### src/hdl/lpg_pkg.sv
package lpg_pkg;

    localparam int COORD_BITS = 10;
    localparam int INK_BITS   = 8;
    localparam int ERR_BITS   = COORD_BITS + 1;

    // request function codes
    localparam logic FUNC_LOAD    = 1'b0;
    localparam logic FUNC_ADVANCE = 1'b1;

    typedef enum logic [1:0] {
        KIND_XMAJOR = 2'd0,
        KIND_YMAJOR = 2'd1,
        KIND_DIAG   = 2'd2
    } line_kind_t;

    typedef struct packed {
        logic                  func;
        logic [COORD_BITS-1:0] start_x;
        logic [COORD_BITS-1:0] start_y;
        logic [COORD_BITS-1:0] end_x;
        logic [COORD_BITS-1:0] end_y;
        logic [INK_BITS-1:0]   ink;
    } req_word_t;

    typedef struct packed {
        logic [COORD_BITS-1:0] pixel_x;
        logic [COORD_BITS-1:0] pixel_y;
        logic [INK_BITS-1:0]   pixel_ink;
        logic                  last;
    } pix_word_t;

    // line parameters derived from the end points on a load
    typedef struct packed {
        logic                  x_up;
        logic                  y_up;
        line_kind_t            kind;
        logic [COORD_BITS-1:0] major_len;
        logic [COORD_BITS-1:0] minor_len;
    } line_setup_t;

endpackage

### src/hdl/lpg_setup.sv
module lpg_setup
    import lpg_pkg::*;
(
    input  logic [COORD_BITS-1:0] start_x,
    input  logic [COORD_BITS-1:0] start_y,
    input  logic [COORD_BITS-1:0] end_x,
    input  logic [COORD_BITS-1:0] end_y,
    output line_setup_t           setup
);

    logic [COORD_BITS-1:0] adx;
    logic [COORD_BITS-1:0] ady;

    // absolute extents on each axis
    always_comb
    begin
        adx = (end_x >= start_x) ? (end_x - start_x) : (start_x - end_x);
        ady = (end_y >= start_y) ? (end_y - start_y) : (start_y - end_y);
    end

    // direction, line kind and major/minor lengths
    always_comb
    begin
        setup.x_up = (end_x > start_x);
        setup.y_up = (end_y > start_y);
        priority if (adx > ady)
        begin
            setup.kind      = KIND_XMAJOR;
            setup.major_len = adx;
            setup.minor_len = ady;
        end
        else if (adx < ady)
        begin
            setup.kind      = KIND_YMAJOR;
            setup.major_len = ady;
            setup.minor_len = adx;
        end
        else
        begin
            setup.kind      = KIND_DIAG;
            setup.major_len = adx;
            setup.minor_len = ady;
        end
    end

endmodule

### src/hdl/lpg_walker.sv
module lpg_walker
    import lpg_pkg::*;
(
    input  logic      clk,
    input  logic      rst_n,
    input  logic      accept,
    input  req_word_t req,
    output logic      res_valid,
    output pix_word_t res
);

    logic [COORD_BITS-1:0] cur_x_reg, cur_x_next;
    logic [COORD_BITS-1:0] cur_y_reg, cur_y_next;
    logic [ERR_BITS-1:0]   err_acc_reg, err_acc_next;
    logic [COORD_BITS-1:0] steps_left_reg, steps_left_next;
    logic [COORD_BITS-1:0] major_len_reg, major_len_next;
    logic [COORD_BITS-1:0] minor_len_reg, minor_len_next;
    logic                  x_up_reg, x_up_next;
    logic                  y_up_reg, y_up_next;
    line_kind_t            kind_reg, kind_next;
    logic [INK_BITS-1:0]   ink_reg, ink_next;

    line_setup_t           setup;
    logic [COORD_BITS-1:0] x_moved;
    logic [COORD_BITS-1:0] y_moved;
    logic                  minor_step;
    logic [ERR_BITS-1:0]   err_mid;
    logic [ERR_BITS-1:0]   err_stepped;

    lpg_setup u_setup (
        .start_x (req.start_x),
        .start_y (req.start_y),
        .end_x   (req.end_x),
        .end_y   (req.end_y),
        .setup   (setup)
    );

    // one-pixel moves and error update
    always_comb
    begin
        x_moved     = x_up_reg ? (cur_x_reg + COORD_BITS'(1)) : (cur_x_reg - COORD_BITS'(1));
        y_moved     = y_up_reg ? (cur_y_reg + COORD_BITS'(1)) : (cur_y_reg - COORD_BITS'(1));
        minor_step  = (err_acc_reg >= {1'b0, major_len_reg});
        err_mid     = minor_step ? (err_acc_reg - {1'b0, major_len_reg}) : err_acc_reg;
        err_stepped = err_mid + {1'b0, minor_len_reg};
    end

    // next state and result
    always_comb
    begin
        cur_x_next      = cur_x_reg;
        cur_y_next      = cur_y_reg;
        err_acc_next    = err_acc_reg;
        steps_left_next = steps_left_reg;
        major_len_next  = major_len_reg;
        minor_len_next  = minor_len_reg;
        x_up_next       = x_up_reg;
        y_up_next       = y_up_reg;
        kind_next       = kind_reg;
        ink_next        = ink_reg;
        res_valid       = 1'b0;

        if (accept)
        begin
            if (req.func == FUNC_LOAD)
            begin
                cur_x_next      = req.start_x;
                cur_y_next      = req.start_y;
                err_acc_next    = '0;
                steps_left_next = setup.major_len;
                major_len_next  = setup.major_len;
                minor_len_next  = setup.minor_len;
                x_up_next       = setup.x_up;
                y_up_next       = setup.y_up;
                kind_next       = setup.kind;
                ink_next        = req.ink;
                res_valid       = 1'b1;
            end
            else if (steps_left_reg != '0)
            begin
                unique case (kind_reg)
                    KIND_XMAJOR:
                    begin
                        cur_x_next   = x_moved;
                        cur_y_next   = minor_step ? y_moved : cur_y_reg;
                        err_acc_next = err_stepped;
                    end
                    KIND_YMAJOR:
                    begin
                        cur_y_next   = y_moved;
                        cur_x_next   = minor_step ? x_moved : cur_x_reg;
                        err_acc_next = err_stepped;
                    end
                    default:
                    begin
                        // diagonal: both axes move
                        cur_x_next = x_moved;
                        cur_y_next = y_moved;
                    end
                endcase
                steps_left_next = steps_left_reg - COORD_BITS'(1);
                res_valid       = 1'b1;
            end
        end

        res.pixel_x   = cur_x_next;
        res.pixel_y   = cur_y_next;
        res.pixel_ink = ink_next;
        res.last      = (steps_left_next == '0);
    end

    // line state
    always_ff @(posedge clk or negedge rst_n)
    begin
        if (!rst_n)
        begin
            cur_x_reg      <= '0;
            cur_y_reg      <= '0;
            err_acc_reg    <= '0;
            steps_left_reg <= '0;
            major_len_reg  <= '0;
            minor_len_reg  <= '0;
            x_up_reg       <= 1'b0;
            y_up_reg       <= 1'b0;
            kind_reg       <= KIND_XMAJOR;
            ink_reg        <= '0;
        end
        else
        begin
            cur_x_reg      <= cur_x_next;
            cur_y_reg      <= cur_y_next;
            err_acc_reg    <= err_acc_next;
            steps_left_reg <= steps_left_next;
            major_len_reg  <= major_len_next;
            minor_len_reg  <= minor_len_next;
            x_up_reg       <= x_up_next;
            y_up_reg       <= y_up_next;
            kind_reg       <= kind_next;
            ink_reg        <= ink_next;
        end
    end

    // an advance past the end of the line gives no word
    a_no_pixel_past_end: assert property (@(posedge clk) disable iff (!rst_n)
        (accept && req.func == FUNC_ADVANCE && steps_left_reg == '0) |-> !res_valid)
        else $error("pixel produced past end of line");

    // every advance inside a line counts down by one
    a_step_count: assert property (@(posedge clk) disable iff (!rst_n)
        (accept && req.func == FUNC_ADVANCE && steps_left_reg != '0)
        |=> (steps_left_reg == $past(steps_left_reg) - COORD_BITS'(1)))
        else $error("step counter did not decrement");

    // a load always gives its first pixel
    a_load_gives_word: assert property (@(posedge clk) disable iff (!rst_n)
        (accept && req.func == FUNC_LOAD) |-> res_valid)
        else $error("load produced no pixel");

endmodule

### src/hdl/lpg_out_buf.sv
module lpg_out_buf
    import lpg_pkg::*;
(
    input  logic      clk,
    input  logic      rst_n,
    input  logic      res_valid,
    input  pix_word_t res,
    output logic      space,
    output logic      pix_valid,
    input  logic      pix_ready,
    output pix_word_t pix
);

    logic      main_valid_reg, main_valid_next;
    logic      skid_valid_reg, skid_valid_next;
    pix_word_t main_reg, main_next;
    pix_word_t skid_reg, skid_next;
    logic      take;

    assign take      = main_valid_reg && pix_ready;
    assign space     = !skid_valid_reg;
    assign pix_valid = main_valid_reg;
    assign pix       = main_reg;

    // two-entry output stage: main register drives the port, skid catches a stall
    always_comb
    begin
        main_valid_next = main_valid_reg;
        skid_valid_next = skid_valid_reg;
        main_next       = main_reg;
        skid_next       = skid_reg;
        if (skid_valid_reg)
        begin
            if (take)
            begin
                main_next       = skid_reg;
                skid_valid_next = 1'b0;
            end
        end
        else if (res_valid)
        begin
            if (!main_valid_reg || take)
            begin
                main_next       = res;
                main_valid_next = 1'b1;
            end
            else
            begin
                skid_next       = res;
                skid_valid_next = 1'b1;
            end
        end
        else if (take)
        begin
            main_valid_next = 1'b0;
        end
    end

    always_ff @(posedge clk or negedge rst_n)
    begin
        if (!rst_n)
        begin
            main_valid_reg <= 1'b0;
            skid_valid_reg <= 1'b0;
        end
        else
        begin
            main_valid_reg <= main_valid_next;
            skid_valid_reg <= skid_valid_next;
        end
    end

    always_ff @(posedge clk)
    begin
        main_reg <= main_next;
        skid_reg <= skid_next;
    end

    // skid entry only fills behind a full main entry
    a_skid_behind_main: assert property (@(posedge clk) disable iff (!rst_n)
        skid_valid_reg |-> main_valid_reg)
        else $error("skid entry valid with main entry empty");

    // no word arrives while the stage is full
    a_no_overflow: assert property (@(posedge clk) disable iff (!rst_n)
        res_valid |-> !skid_valid_reg)
        else $error("word arrived with output stage full");

    // draining the skid entry keeps the main entry occupied
    a_skid_drain: assert property (@(posedge clk) disable iff (!rst_n)
        (skid_valid_reg && take) |=> (main_valid_reg && !skid_valid_reg))
        else $error("skid entry lost on drain");

endmodule

### src/hdl/line_pixel_generator.sv
// Line pixel generator: a load word (func = 0) takes two end points and an ink
// value and produces the first pixel; each advance word (func = 1) produces the
// next pixel of the line along the major axis, stepping the minor axis when the
// error term reaches the major length; equal extents give a pure diagonal. The
// final pixel carries last = 1, and an advance after it, or before any load,
// is accepted and produces no word. One request word is taken every cycle: the
// step logic is a single compare, subtract, add and increment between the line
// state registers and a two-entry output stage; each pixel is registered in the
// main or skid entry before the pix port, and req_ready drops only when both
// output entries are full. No clipping is done; coordinates wrap.
module line_pixel_generator
    import lpg_pkg::*;
(
    input  logic      clk,
    input  logic      rst_n,
    input  logic      req_valid,
    output logic      req_ready,
    input  req_word_t req,
    output logic      pix_valid,
    input  logic      pix_ready,
    output pix_word_t pix
);

    logic      accept;
    logic      res_valid;
    pix_word_t res;
    logic      space;

    assign req_ready = space;
    assign accept    = req_valid && space;

    lpg_walker u_walker (
        .clk       (clk),
        .rst_n     (rst_n),
        .accept    (accept),
        .req       (req),
        .res_valid (res_valid),
        .res       (res)
    );

    lpg_out_buf u_out_buf (
        .clk       (clk),
        .rst_n     (rst_n),
        .res_valid (res_valid),
        .res       (res),
        .space     (space),
        .pix_valid (pix_valid),
        .pix_ready (pix_ready),
        .pix       (pix)
    );

endmodule

### config.mk
export PLATFORM = sky130hd
export DESIGN_NAME = line_pixel_generator
export DESIGN_NICKNAME = d
export VERILOG_FILES = /design/src/hdl/lpg_pkg.sv /design/src/hdl/lpg_setup.sv /design/src/hdl/lpg_walker.sv /design/src/hdl/lpg_out_buf.sv /design/src/hdl/line_pixel_generator.sv
export SDC_FILE = /design/constraint.sdc
export NUM_CORES = 1
export LEC_CHECK = 0
export BUFFER_PORTS_ARGS = -buffer_cell sky130_fd_sc_hd__buf_2
export CORE_ASPECT_RATIO = 0.8
export CORE_MARGIN = 4
export CORE_UTILIZATION = 55
export CTS_CLUSTER_DIAMETER = 100
export DETAILED_ROUTE_END_ITERATION = 12
export HOLD_SLACK_MARGIN = 0.08
export PLACE_DENSITY = 0.77
export SYNTH_ARGS = -nofsm -noshare
export SYNTH_HDL_FRONTEND = slang
export SYNTH_SLANG_ARGS = --single-unit
### constraint.sdc
create_clock -name clk -period 5.7 [get_ports clk]
set_input_delay 0.855 -clock clk [delete_from_list [all_inputs] [get_ports clk]]
set_output_delay 0.855 -clock clk [all_outputs]
set_load 0.005 [all_outputs]
==> impl_metrics.yaml <==
status:
  status: "complete, no violations"
global_routing:
  grt_pass1_wl_um: 41600
  grt_max_degree: 76
  first_global_vias: 7801
  antenna_found_initial: 2
  overflow: 0
  track_usage_pct: 27.0
timing:
  hold_ws_ns: 0.485
  min_period_ns: 5.46
  max_freq_mhz: 183
  slew_violations: 0
  rsz0062_at_grt: "no"
  slew_headroom_pct: 21.5
  fin_crit_sh_pct: 95.8
  skew_ns: 0.0104
  setup_ws_ns: 0.239
  setup_violations: 0
  tightest_slew_ns: 1.18
  hold_viol: 0
setup_path:
  crit_path_start: "req[18]"
  path_class: "in2reg"
  reg2reg_from: "u_walker.major_len_reg[1]"
  end_kind: "register"
  crit_fanout: 9
  start_kind: "input port"
  path_cells: "buf_2 -> inv_1 -> ha_1 -> inv_1 -> fa_1 -> a21o_1 -> a221o_1 -> a21oi_2 -> mux2_1 -> a22oi_1 -> ha_1 -> and3_4 -> a221o_1 -> a2111oi_4 -> buf_4 -> nor3_1 -> mux2_2 -> nor4_1 -> nand4_1 -> o31ai_2"
  worstPathRequired_ns: 5.96
  reg2regPathDepth: 21
  max_stage_delay_ns: 0.43
  r2r-end: "u_walker.err_acc_reg[10]"
  worst-r2r-setup-slack_ns: 0.73
  slowest_stage: "a2111oi_4"
  worst-path-buf-inv: 4
  cp.arrival_ns: 5.72
  critPathTopFamily: "compound AO/OA/AOI/OAI gates"
drt:
  top_layer_used: "met5"
  postRouteWirelength_um: 25900
  postRouteAntennaNets: 0
  firstDrtPassIters: 6
  vias: 8177
  drc: 0
  route.met2.wl_um: 11500
  wl_per_cell_um: 19.0
  met1_length_um: 11900
  drt_iter0_drc: 711
  viasPerCell: 5.99
  met3WireLength_um: 2080
placement:
  dp_hpwl_um: 19400
  place_inst: 1332
  port_buffers: 83
  globalplace.congestion: 0.932
  postPlaceCellArea_sq_mm: 0.0105
  post-place-ws_ns: -0.131
clock_tree:
  max-clock-path-buffers: 2
  root_buffer: "clkbuf_16"
  cts.sinks: 133
  cts.clk_slew.worst_paths_ns: 0.07
  cts_setup_buffers: 0
  cts_tree: "built"
  ctsResizeCount: 0
  h-tree-depth: 4
  cts_made_buffers: 17
  clk_latency_ns: 0.42
  postCtsHoldBufs: 0
floorplan:
  initial_utilization_pct: 56.5
  die_h_um: 125
  ios: 84
  core_sq_mm: 0.0167
  die_x_um: 155
  rows: 42
  die_area_sq_mm: 0.0193
yosys:
  syn-cell-area_sq_mm: 0.00945
  yosysWarnings: 0
  async_flop_share_pct: 56.4
  seq_area_frac_synth_pct: 38.3
  synth_edf_count: 58
  synth_cells: 1006
  yosys_most_used_dff: "dfrtp_1"
  synth_nets: 1152
  syn_area_per_cell_sq_um: 9.39
  synth_seq_cells: 133
  yosysUniqueCellTypes: 79
pwr:
  power_mw: 6.41
  p_per_area_mw_per_mm2: 580
  cellLeakagePower_nw: 5.03
  ir_drop_mv: 0.355
layout:
  final_common_cell: "nand2_1"
  area_delta_synth_final_pct: 17.1
  diodes: 0
  mostFrequentLayoutCells: "nand2_1 (116), inv_1 (94), ha_1 (85)"
  drive_gt1_share_pct: 20.1
  nFillCells: 1365
  multiInputGateArea_sq_mm: 0.00535
  fin_cells: 1364
  seq_area_sq_mm: 0.00362
  final_nets: 1277
  stdcell_area_sq_mm: 0.0111
min_path:
  hold_start: "u_walker.minor_len_reg[5]"
  holdCritPathClass: "reg2reg"
  min_to: "u_walker.minor_len_reg[5]"
  hold_depth: 2
run:
  maxCapViolations: 0
## report_power, final
group | switching, mW | internal (mW) | total, mW
Clock | 0.488 | 0.622 | 1.11
Sequential | 0.231 | 1.51 | 1.74
Combinational | 2.03 | 1.53 | 3.56
## cell usage after synthesis, types with 4 or more instances
| master | count | share of area, % |
|---|---|---|
| xnor2_1 | 31 | 2.9 |
| nand2_1 | 117 | 4.6 |
| xor2_1 | 10 | 0.93 |
| nand4_1 | 8 | 0.53 |
| o211ai_1 | 11 | 0.87 |
| nand3_1 | 19 | 1.0 |
| edfxtp_1 | 58 | 18 |
| a221o_1 | 6 | 0.64 |
| mux2i_1 | 15 | 1.6 |
| o21ai_0 | 48 | 2.5 |
| a211oi_1 | 6 | 0.48 |
| inv_1 | 94 | 3.7 |
| mux2_2 | 21 | 2.5 |
| a221oi_1 | 5 | 0.46 |
| o21a_1 | 13 | 1.0 |
| o41ai_1 | 7 | 0.65 |
| fa_1 | 8 | 1.7 |
| o21bai_1 | 9 | 0.72 |
| o21ai_1 | 6 | 0.32 |
| o221a_2 | 4 | 0.48 |
| and4_1 | 5 | 0.46 |
| nor2b_1 | 14 | 0.93 |
| or3_1 | 11 | 0.73 |
| o22ai_1 | 5 | 0.33 |
| ha_1 | 85 | 11 |
| a31oi_1 | 10 | 0.66 |
| nor2_1 | 51 | 2.0 |
| nor3_1 | 26 | 1.4 |
| nor4_1 | 5 | 0.33 |
| clkbuf_1 | 27 | 1.1 |
| o32a_1 | 4 | 0.42 |
| dfrtp_1 | 75 | 20 |
| a2111oi_0 | 4 | 0.37 |
| a22oi_1 | 4 | 0.32 |
| and2_1 | 5 | 0.33 |
| buf_2 | 8 | 0.42 |
| a21oi_1 | 65 | 3.4 |
| or2_2 | 5 | 0.33 |
| o31ai_1 | 11 | 0.87 |
| and3_1 | 6 | 0.40 |
| a21o_1 | 27 | 2.1 |
## worst max path at each step
stage                             to  slack (ns)  depth (start not counted)
floorplan           u_out_buf.pix[0]        0.04                         17
global placement    u_out_buf.pix[0]        0.02                         20
detailed placement  u_out_buf.pix[0]       -0.13                         20
CTS                 u_out_buf.pix[0]        0.31                         20
finish              u_out_buf.pix[0]        0.24                         20
global route        u_out_buf.pix[0]       0.003                         20
## tightest hold or removal path: cells and delay by family (launching register included)
| family | cells | cell delay [ns] |
|---|---|---|
| flops | 1 | 0.35 |
| simple gates | 2 | 0.10 |
## cell type report
type	instances	area share [%]
sequential	133	32.7
clock inverter	15	1.49
tap	220	2.49
timing repair buffer	143	7.85
inverter	95	3.25
clock buffer	17	3.85
multi-input combinational	741	48.4
## cell families after synthesis
| kind of cell | count (synthesis) | synth area share (%) |
|---|---|---|
| AO/OA/AOI/OAI | 279 | 20.6 |
| XOR/XNOR | 41 | 3.80 |
| adder cells (fa/ha/maj) | 93 | 13.0 |
| buffers and inverters | 132 | 5.38 |
| flip-flops | 133 | 38.3 |
| multiplexers | 37 | 4.21 |
| AND/OR/NAND/NOR | 291 | 14.8 |
## per-layer routing
| layer | up-vias | track usage, % |
|---|---|---|
| met5 | - | 0 |
| met4 | 4 | 6.85 |
| met3 | 31 | 5.91 |
| met2 | 338 | 41.5 |
| met1 | 3895 | 39.1 |
| li1 | 3909 | - |
## through the flow
| step | utilization, % | TNS (ns) |
|---|---|---|
| finish | 66.2 | 0 |
| global route | 66.2 | 0 |
| CTS | 66.2 | 0 |
| detailed placement | 62.7 | -0.192 |
| global placement | 62.7 | 0 |
| floorplan | - | 0 |
Power figures use the tool's default switching activity.
